<file path="src/sv/sll_pkg.sv">
package sll_pkg;

  localparam int KindW = 2;
  localparam int PosW  = 7;
  localparam int DataW = 32;
  localparam int StatW = 2;
  localparam int LenW  = 7;

  localparam logic [KindW-1:0] KIND_INSERT = 2'd0;
  localparam logic [KindW-1:0] KIND_DELETE = 2'd1;
  localparam logic [KindW-1:0] KIND_READ   = 2'd2;

  localparam logic [StatW-1:0] ST_OK      = 2'd0;
  localparam logic [StatW-1:0] ST_RANGE   = 2'd1;
  localparam logic [StatW-1:0] ST_NO_FREE = 2'd2;

  typedef logic [KindW-1:0]        kind_t;
  typedef logic [PosW-1:0]         pos_t;
  typedef logic signed [DataW-1:0] data_t;
  typedef logic [StatW-1:0]        status_t;
  typedef logic [LenW-1:0]         len_t;

endpackage

</file>
<file path="src/sv/sll_req_if.sv">
interface sll_req_if;
  import sll_pkg::*;

  logic  valid;
  logic  ready;
  kind_t kind;
  pos_t  position;
  data_t value;

  modport source(output valid, kind, position, value, input ready);
  modport sink(input valid, kind, position, value, output ready);
endinterface

</file>
<file path="src/sv/sll_rsp_if.sv">
interface sll_rsp_if;
  import sll_pkg::*;

  logic    valid;
  logic    ready;
  status_t status;
  data_t   read_value;
  len_t    list_length;

  modport source(output valid, status, read_value, list_length, input ready);
  modport sink(input valid, status, read_value, list_length, output ready);
endinterface

</file>
<file path="src/sv/sll_ram.sv">
module sll_ram #(
  parameter int Width = 32,
  parameter int Depth = 128
) (
  input  logic                     clk_i,
  input  logic                     we_i,
  input  logic [$clog2(Depth)-1:0] waddr_i,
  input  logic [Width-1:0]         wdata_i,
  input  logic [$clog2(Depth)-1:0] raddr_i,
  output logic [Width-1:0]         rdata_o
);

  logic [Width-1:0] mem [Depth];

  always_ff @(posedge clk_i) begin
    if (we_i) begin
      mem[waddr_i] <= wdata_i;
    end
  end

  always_ff @(posedge clk_i) begin
    rdata_o <= mem[raddr_i];
  end

endmodule

</file>
<file path="src/sv/static_linked_list_engine.sv">
// Static linked list engine: a cursor list with a free chain in one slot array.
// Slot 0 heads the free chain, slot SLOTS-1 heads the data list.
// req_i (valid/ready) carries kind, position and value: insert before a
// 1-based position, delete the entry at a position, or read its value.
// rsp_o (valid/ready) returns status, read_value and the list length.
// Requests are handled one at a time by a sequencer around a link memory with
// one read and one write port; each cycle does one link read. The time from
// accept to result grows with the position, set by the walk along the links;
// a rejected request or an insert into a full list skips the walk.
// After reset the block sweeps the link memory to build the free chain
// with req_i.ready low.
// The result sits in an output register; req_i takes the next request while
// it waits. If the receiver stalls, the next finished result waits in the
// sequencer until the output register frees up.
module static_linked_list_engine #(
  parameter int SLOTS = 128
) (
  input  logic      clk_i,
  input  logic      rst_ni,
  sll_req_if.sink   req_i,
  sll_rsp_if.source rsp_o
);
  import sll_pkg::*;

  localparam int AW   = $clog2(SLOTS);
  localparam int CmpW = ((AW > PosW) ? AW : PosW) + 1;
  localparam logic [AW-1:0] HeadSlot = AW'(SLOTS - 1);
  localparam logic [AW-1:0] FreeSlot = '0;
  localparam logic [AW-1:0] LastFree = AW'(SLOTS - 2);

  typedef enum logic [10:0] {
    S_INIT  = 11'b00000000001,
    S_IDLE  = 11'b00000000010,
    S_ALLOC = 11'b00000000100,
    S_POP   = 11'b00000001000,
    S_WALK  = 11'b00000010000,
    S_LINK  = 11'b00000100000,
    S_UNLK  = 11'b00001000000,
    S_FREE  = 11'b00010000000,
    S_PUSH  = 11'b00100000000,
    S_VAL   = 11'b01000000000,
    S_DONE  = 11'b10000000000
  } state_e;

  state_e          state_q, state_d;
  logic [AW-1:0]   cnt_q, cnt_d;
  logic [AW-1:0]   init_q, init_d;
  logic [AW-1:0]   k_q, k_d;
  logic [AW-1:0]   j_q, j_d;
  logic [PosW-1:0] rem_q, rem_d;
  kind_t           kind_q, kind_d;
  data_t           val_q, val_d;
  status_t         st_q, st_d;
  data_t           rd_q, rd_d;

  logic            ov_q, ov_d;
  status_t         ostat_q, ostat_d;
  data_t           ord_q, ord_d;
  len_t            olen_q, olen_d;

  logic            link_we;
  logic [AW-1:0]   link_waddr, link_wdata, link_raddr, link_rdata;
  logic            val_we;
  logic [AW-1:0]   val_raddr;
  data_t           val_rdata;

  logic [CmpW-1:0] pos_x, cnt_x;
  logic            ins_ok, acc_ok, out_free;

  sll_ram #(.Width(AW), .Depth(SLOTS)) u_link_ram (
    .clk_i  (clk_i),
    .we_i   (link_we),
    .waddr_i(link_waddr),
    .wdata_i(link_wdata),
    .raddr_i(link_raddr),
    .rdata_o(link_rdata)
  );

  sll_ram #(.Width(DataW), .Depth(SLOTS)) u_val_ram (
    .clk_i  (clk_i),
    .we_i   (val_we),
    .waddr_i(j_q),
    .wdata_i(val_q),
    .raddr_i(val_raddr),
    .rdata_o(val_rdata)
  );

  assign pos_x    = CmpW'(req_i.position);
  assign cnt_x    = CmpW'(cnt_q);
  assign ins_ok   = (req_i.position != '0) && (pos_x <= cnt_x + CmpW'(1));
  assign acc_ok   = (req_i.position != '0) && (pos_x <= cnt_x);
  assign out_free = !ov_q || rsp_o.ready;

  assign req_i.ready = (state_q == S_IDLE);

  always_comb begin
    state_d    = state_q;
    cnt_d      = cnt_q;
    init_d     = init_q;
    k_d        = k_q;
    j_d        = j_q;
    rem_d      = rem_q;
    kind_d     = kind_q;
    val_d      = val_q;
    st_d       = st_q;
    rd_d       = rd_q;
    link_we    = 1'b0;
    link_waddr = k_q;
    link_wdata = j_q;
    link_raddr = HeadSlot;
    val_we     = 1'b0;
    val_raddr  = link_rdata;

    unique case (state_q)
      S_INIT: begin
        link_we    = 1'b1;
        link_waddr = init_q;
        link_wdata = (init_q >= LastFree) ? '0 : init_q + AW'(1);
        init_d     = init_q + AW'(1);
        if (init_q == HeadSlot) begin
          state_d = S_IDLE;
        end
      end
      S_IDLE: begin
        if (req_i.valid) begin
          kind_d = req_i.kind;
          val_d  = req_i.value;
          st_d   = ST_RANGE;
          rd_d   = '0;
          k_d    = HeadSlot;
          rem_d  = req_i.position - PosW'(1);
          if (req_i.kind == KIND_INSERT && ins_ok) begin
            link_raddr = FreeSlot;
            state_d    = S_ALLOC;
          end else if ((req_i.kind == KIND_DELETE || req_i.kind == KIND_READ) && acc_ok) begin
            link_raddr = HeadSlot;
            state_d    = S_WALK;
          end else begin
            state_d = S_DONE;
          end
        end
      end
      S_ALLOC: begin
        // free chain head arrives; empty chain means full
        if (link_rdata == '0) begin
          st_d    = ST_NO_FREE;
          state_d = S_DONE;
        end else begin
          j_d        = link_rdata;
          link_raddr = link_rdata;
          state_d    = S_POP;
        end
      end
      S_POP: begin
        link_we    = 1'b1;
        link_waddr = FreeSlot;
        link_wdata = link_rdata;
        val_we     = 1'b1;
        link_raddr = HeadSlot;
        state_d    = S_WALK;
      end
      S_WALK: begin
        if (rem_q != '0) begin
          // advance one link
          k_d        = link_rdata;
          link_raddr = link_rdata;
          rem_d      = rem_q - PosW'(1);
        end else if (kind_q == KIND_INSERT) begin
          link_we    = 1'b1;
          link_waddr = j_q;
          link_wdata = link_rdata;
          state_d    = S_LINK;
        end else if (kind_q == KIND_DELETE) begin
          j_d        = link_rdata;
          link_raddr = link_rdata;
          state_d    = S_UNLK;
        end else begin
          state_d = S_VAL;
        end
      end
      S_LINK: begin
        link_we    = 1'b1;
        link_waddr = k_q;
        link_wdata = j_q;
        cnt_d      = cnt_q + AW'(1);
        st_d       = ST_OK;
        state_d    = S_DONE;
      end
      S_UNLK: begin
        link_we    = 1'b1;
        link_waddr = k_q;
        link_wdata = link_rdata;
        link_raddr = FreeSlot;
        state_d    = S_FREE;
      end
      S_FREE: begin
        link_we    = 1'b1;
        link_waddr = j_q;
        link_wdata = link_rdata;
        state_d    = S_PUSH;
      end
      S_PUSH: begin
        link_we    = 1'b1;
        link_waddr = FreeSlot;
        link_wdata = j_q;
        cnt_d      = cnt_q - AW'(1);
        st_d       = ST_OK;
        state_d    = S_DONE;
      end
      S_VAL: begin
        rd_d    = val_rdata;
        st_d    = ST_OK;
        state_d = S_DONE;
      end
      S_DONE: begin
        if (out_free) begin
          state_d = S_IDLE;
        end
      end
      default: begin
        state_d = S_IDLE;
      end
    endcase
  end

  always_comb begin
    ov_d    = ov_q && !rsp_o.ready;
    ostat_d = ostat_q;
    ord_d   = ord_q;
    olen_d  = olen_q;
    if (state_q == S_DONE && out_free) begin
      ov_d    = 1'b1;
      ostat_d = st_q;
      ord_d   = rd_q;
      olen_d  = LenW'(cnt_q);
    end
  end

  always_ff @(posedge clk_i or negedge rst_ni) begin
    if (!rst_ni) begin
      state_q <= S_INIT;
      cnt_q   <= '0;
      init_q  <= '0;
      ov_q    <= 1'b0;
    end else begin
      state_q <= state_d;
      cnt_q   <= cnt_d;
      init_q  <= init_d;
      ov_q    <= ov_d;
    end
  end

  always_ff @(posedge clk_i) begin
    k_q     <= k_d;
    j_q     <= j_d;
    rem_q   <= rem_d;
    kind_q  <= kind_d;
    val_q   <= val_d;
    st_q    <= st_d;
    rd_q    <= rd_d;
    ostat_q <= ostat_d;
    ord_q   <= ord_d;
    olen_q  <= olen_d;
  end

  assign rsp_o.valid       = ov_q;
  assign rsp_o.status      = ostat_q;
  assign rsp_o.read_value  = ord_q;
  assign rsp_o.list_length = olen_q;

  a_full_only_when_list_full: assert property (@(posedge clk_i) disable iff (!rst_ni)
    (state_q == S_ALLOC && link_rdata == '0) |-> (cnt_q == LastFree))
    else $error("free chain empty while list not full");

  a_read_value_only_ok: assert property (@(posedge clk_i) disable iff (!rst_ni)
    (rsp_o.valid && rsp_o.status != ST_OK) |-> (rsp_o.read_value == '0))
    else $error("nonzero read_value on failed request");

  a_insert_counts: assert property (@(posedge clk_i) disable iff (!rst_ni)
    (state_q == S_LINK) |=> (cnt_q == $past(cnt_q) + AW'(1)))
    else $error("insert did not grow the list by one");

  a_count_bound: assert property (@(posedge clk_i) disable iff (!rst_ni)
    (state_q == S_DONE) |-> (cnt_q <= LastFree))
    else $error("list length beyond capacity");

endmodule
</file>
<file path="src/flat_wrapper.sv">
// flat-port wrapper written by rule: the top's interface ports become plain ports
module static_linked_list_engine_flat import sll_pkg::*;
#(
  parameter int SLOTS = 128
)
  (clk_i, rst_ni, req_i_valid, req_i_kind, req_i_position, req_i_value, req_i_ready, rsp_o_valid, rsp_o_status, rsp_o_read_value, rsp_o_list_length, rsp_o_ready);
  sll_req_if req_i_i ();
  sll_rsp_if rsp_o_i ();
  input  logic clk_i;
  input  logic rst_ni;
  input wire logic [$bits(req_i_i.valid)-1:0] req_i_valid;
  input wire logic [$bits(req_i_i.kind)-1:0] req_i_kind;
  input wire logic [$bits(req_i_i.position)-1:0] req_i_position;
  input wire logic [$bits(req_i_i.value)-1:0] req_i_value;
  output wire logic [$bits(req_i_i.ready)-1:0] req_i_ready;
  output wire logic [$bits(rsp_o_i.valid)-1:0] rsp_o_valid;
  output wire logic [$bits(rsp_o_i.status)-1:0] rsp_o_status;
  output wire logic [$bits(rsp_o_i.read_value)-1:0] rsp_o_read_value;
  output wire logic [$bits(rsp_o_i.list_length)-1:0] rsp_o_list_length;
  input wire logic [$bits(rsp_o_i.ready)-1:0] rsp_o_ready;
  assign req_i_i.valid = req_i_valid;
  assign req_i_i.kind = req_i_kind;
  assign req_i_i.position = req_i_position;
  assign req_i_i.value = req_i_value;
  assign req_i_ready = req_i_i.ready;
  assign rsp_o_valid = rsp_o_i.valid;
  assign rsp_o_status = rsp_o_i.status;
  assign rsp_o_read_value = rsp_o_i.read_value;
  assign rsp_o_list_length = rsp_o_i.list_length;
  assign rsp_o_i.ready = rsp_o_ready;
  static_linked_list_engine #(.SLOTS(SLOTS)) u_core (.clk_i(clk_i), .rst_ni(rst_ni), .req_i(req_i_i), .rsp_o(rsp_o_i));
endmodule
</file>
<file path="config.mk">
export PLATFORM = sky130hd
export DESIGN_NAME = static_linked_list_engine_flat
export DESIGN_NICKNAME = d
export VERILOG_FILES = /design/src/sv/sll_pkg.sv /design/src/sv/sll_req_if.sv /design/src/sv/sll_rsp_if.sv /design/src/sv/sll_ram.sv /design/src/sv/static_linked_list_engine.sv /design/src/flat_wrapper.sv
export SDC_FILE = /design/constraint.sdc
export NUM_CORES = 2
export LEC_CHECK = 0
export BUFFER_PORTS_ARGS = -buffer_cell sky130_fd_sc_hd__buf_2
export CORE_UTILIZATION = 66
export CTS_BUF_LIST = sky130_fd_sc_hd__clkbuf_4 sky130_fd_sc_hd__clkbuf_8
export DETAILED_ROUTE_END_ITERATION = 10
export GPL_ROUTABILITY_DRIVEN = 0
export PLACE_DENSITY = 0.85
export SLEW_MARGIN = 20
export SYNTH_ARGS = -nofsm -noshare
export SYNTH_HDL_FRONTEND = slang
export SYNTH_MEMORY_MAX_BITS = 65536
export SYNTH_SLANG_ARGS = --single-unit
</file>
<file path="constraint.sdc">
create_clock -name clk_i -period 7.4 [get_ports clk_i]
set_input_delay 1.11 -clock clk_i [delete_from_list [all_inputs] [get_ports clk_i]]
set_output_delay 1.11 -clock clk_i [all_outputs]
set_load 0.005 [all_outputs]
</file>
==> flow_summary_export.csv <==
group,metric,value,unit
detailed_routing,firstDrtPassIters,9,
yosys,dominantRegCellSynth,"edfxtp_1",
detailed_routing,detail_route.wirelength,597000,µm
clocking,clock-sinks,5187,
yosys,post_synth.cell_area_avg,21.4,µm²
clocking,clockRootBuffer,"clkbuf_8",
setup_path,r2r.worst_path.cells,16,
pwr,internal-power,56200,µW
setup_path,arrival_worst_endpoint,7410,ps
grt,grtUsageTotal,38.9,%
flow_run,max_cap_viol_count,0,
clocking,post_cts_hold_buffer_count,11,
yosys,proportion_of_synthesized_chip_area_in_sequential_cells,77.5,%
sta,finalHoldViolCount,0,
finish,layoutNonFillerInstCount,14600,
pwr,combinationalPowerShare,32.1,%
clocking,tritoncts,"done",
grt,grt_antenna_before_repair,79,
sta,slew_headroom,15.0,%
grt,globalRoute.totalOverflow,0,
setup_path,crit_path_cell_trace,"ha_1, and3_1, nand3_1, xnor2_1, ha_1, nand3_1, a21oi_1, o221a_4, buf_4, or4_1, a221oi_1, o21ai_0, o2111ai_1, nor3_1, o22ai_1, a211oi_1",
sta,achievable-frequency,0.159,GHz
detailed_routing,dr_iter_0_viols,23400,
finish,register_area,155000,µm²
yosys,synthCells,9376,
die,placeableCoreArea,301000,µm²
grt,wire_length_of_the_first_global_routing_pass,826000,µm
sta,final_max_slew_viol_count,0,
sta,final_cycle_share,84.7,%
setup_path,worst-setup-path-type,"flop to flop",
die,pin_count,88,
finish,final_common_cell,"edfxtp_1",
detailed_routing,drt-vias-per-instance,7.73,
yosys,async_flop_share,0.501,%
die,die_w,553,µm
outcome,outcome,"finished clean",
grt,grt_pass1_vias,111000,
grt,grt_start_max_net_pins,160,
placed_design,hpwlAfterDp,332000,µm
die,initial_utilization,66.6,%
placed_design,portBuffers,87,
clocking,h-tree-depth,6,
die,design.die.area,306000,µm²
die,fp-row-count,201,
detailed_routing,routed_wire_length_per_instance,40.8,µm
sta,finalSetupTns,0,ps
setup_path,worst_ep_required_time,8540,ps
sta,setup-violations-final,0,
yosys,synth_cell_type_count,78,
detailed_routing,detailroute.via_count,113000,
sta,final.min_clock_period,6270,ps
yosys,mappedNetlistArea,200000,µm²
clocking,max-clock-path-buffers,4,
placed_design,dp.cells,13200,
clocking,postCtsResizedCells,0,
sta,rsz_0062_raised_after_global_routing,"no",
finish,area.growth.synth_to_final,11.3,%
pwr,pwr-share-clk,27.8,%
finish,fillCellCount,14200,
clocking,tritoncts_buffers,764,
clocking,clk_latency,1290,ps
clocking,clk_pin_slew,70,ps
finish,final_cell_mix,"edfxtp_1, mux4_2, clkbuf_8, nand2_1, buf_4",
setup_path,timing.critical_path.fanout_max,52,
min_path,worstHoldPathType,"primary input to flop",
setup_path,reg2reg_setup_slack,1130,ps
yosys,synth_edf_count,5122,
yosys,yosys_register_bits,5187,
clocking,post_cts_buffers,0,
die,chipHeight,553,µm
pwr,netSwitchingPower,29500,µW
finish,multiInputGateArea,43900,µm²
pwr,power_per_standard_cell_area,384,nW/µm²
sta,worst_pin_slew,1270,ps
sta,clock-skew-final,122,ps
setup_path,timing.critical_path.slowest_cell_delay,920,ps
detailed_routing,drc,0,
pwr,power.share.switching,34.4,%
yosys,synth_nets,9446,
finish,fin_nets,10100,
finish,final_layout_size_suffix_gt1_share,30.0,%
setup_path,crit_path_top_delay_cell,"nor3_1",
pwr,power.share.sequential,40.1,%
yosys,syn_warnings,0,
detailed_routing,antenna_violating_nets_post_route,0,
pwr,max-vdd-ir-drop,0.510,mV
setup_path,endpoint_kind,"flop",
min_path,hold_depth,1,
setup_path,worstSetupStartpointType,"flop",
pwr,total_leakage_power,0.0702,µW
## registers in the layout, indices dropped and copies added (netlist names), 7 cells and up
name                       count
u_core.u_val_ram.mem        4096
u_core.u_link_ram.mem        896
u_core.rd_q                   32
u_core.rsp_o.read_value       32
u_core.u_val_ram.rdata_o      32
u_core.val_q                  32
u_core.state_q                11
u_core.cnt_q                   7
u_core.init_q                  7
u_core.j_q                     7
u_core.k_q                     7
u_core.rem_q                   7
u_core.rsp_o.list_length       7
u_core.u_link_ram.rdata_o      7
## routing by layer
layer	vias up	share of wire, %	GRT usage, %	wire [µm]
met4	48	8.7	27.7	52100
met3	2955	15	11.5	90200
met2	13200	47	59.9	279000
met1	56000	29	47.9	175000
li1	40800	-	-	-
met5	-	0.072	0	431
## worst paths after layout
check	from	to
worst max-delay path	u_core.cnt_q[0]$_DFFE_PN0P_	u_core.u_link_ram.rdata_o[5]$_DFF_P_
worst min-delay path	req_i_value[31]	u_core.val_q[31]$_DFFE_PP_
worst max register to register	u_core.cnt_q[0]$_DFFE_PN0P_	u_core.u_link_ram.rdata_o[5]$_DFF_P_
worst min register to register	u_core.rd_q[29]$_SDFFCE_PN0P_	u_core.rsp_o.read_value[29]$_DFFE_PP_
max in group asynchronous	rst_ni	u_core.cnt_q[5]$_DFFE_PN0P_
min in group asynchronous	rst_ni	u_core.state_q[7]$_DFFE_PN0P_
## power by group through the flow
stage | clock [µW] | combinational [µW] | sequential [µW]
after floorplan | 0 | 15800 | 35400
after global placement | 0 | 24300 | 34900
after detailed placement | 0 | 25700 | 34900
after CTS | 23700 | 26100 | 34300
after global routing | 24900 | 27700 | 34300
final | 23800 | 27500 | 34400
## cell families (layout without fill, tap and decap cells)
kind of cell	after synthesis	count (layout)	share of synthesized area [%]
flip-flops	5187	5187	77.5
multiplexers	1376	1376	15.2
AND/OR/NAND/NOR	1276	1276	2.87
AO/OA/AOI/OAI	881	881	2.93
buffers and inverters	604	1845	1.22
XOR/XNOR	27	27	0.118
adder cells (fa/ha/maj)	25	25	0.160
other	0	56	0
## cells in the mapped netlist (32+ instances only)
| library cell | count | share of area [%] |
|---|---|---|
| edfxtp_1 | 5122 | 77 |
| mux4_2 | 1337 | 15 |
| nand2_1 | 555 | 1.0 |
| clkbuf_1 | 323 | 0.60 |
| nor2_1 | 302 | 0.57 |
| a21oi_1 | 279 | 0.70 |
| nand3_1 | 167 | 0.42 |
| a31oi_1 | 166 | 0.52 |
| buf_1 | 157 | 0.29 |
| a2111oi_0 | 141 | 0.62 |
| buf_2 | 84 | 0.21 |
| o22ai_1 | 57 | 0.18 |
| and2_1 | 54 | 0.17 |
| and3_1 | 50 | 0.16 |
| a221oi_1 | 44 | 0.19 |
| dfxtp_1 | 39 | 0.39 |
| a211oi_1 | 37 | 0.14 |
| o21ai_0 | 37 | 0.092 |
| mux2_2 | 32 | 0.18 |
## area by class of cell
class	count	share of cell area (%)
Sequential cell	5187	69.6
Multi-Input combinational cell	3585	19.7
Clock buffer	1041	5.70
Tap cell	3958	2.22
Timing Repair Buffer	431	1.49
Clock inverter	346	1.22
Antenna cell	56	0.0628
Inverter	27	0.0471
## worst max-delay path, delay by kind of cell (launching register included)
kind,cells,cell delay (ps)
fa+ha+maj,2,550
buf+inv,1,560
xor+xnor,1,150
flops,1,500
simple gates,5,2190
compound gates,7,2200
## stage by stage
step	worst slack [ps]	area, µm²	power [µW]	utilization [%]	hold slack, ps
floorplan	1610	200000	51200	-	400
global placement	1620	207000	59200	68.9	404
detailed placement	1600	207000	60700	68.9	405
CTS	1790	223000	84100	74.0	0.401
global route	1150	223000	87000	74.1	57.0
finish	1130	223000	85700	74.1	44.8
Power figures use the tool's default switching activity.
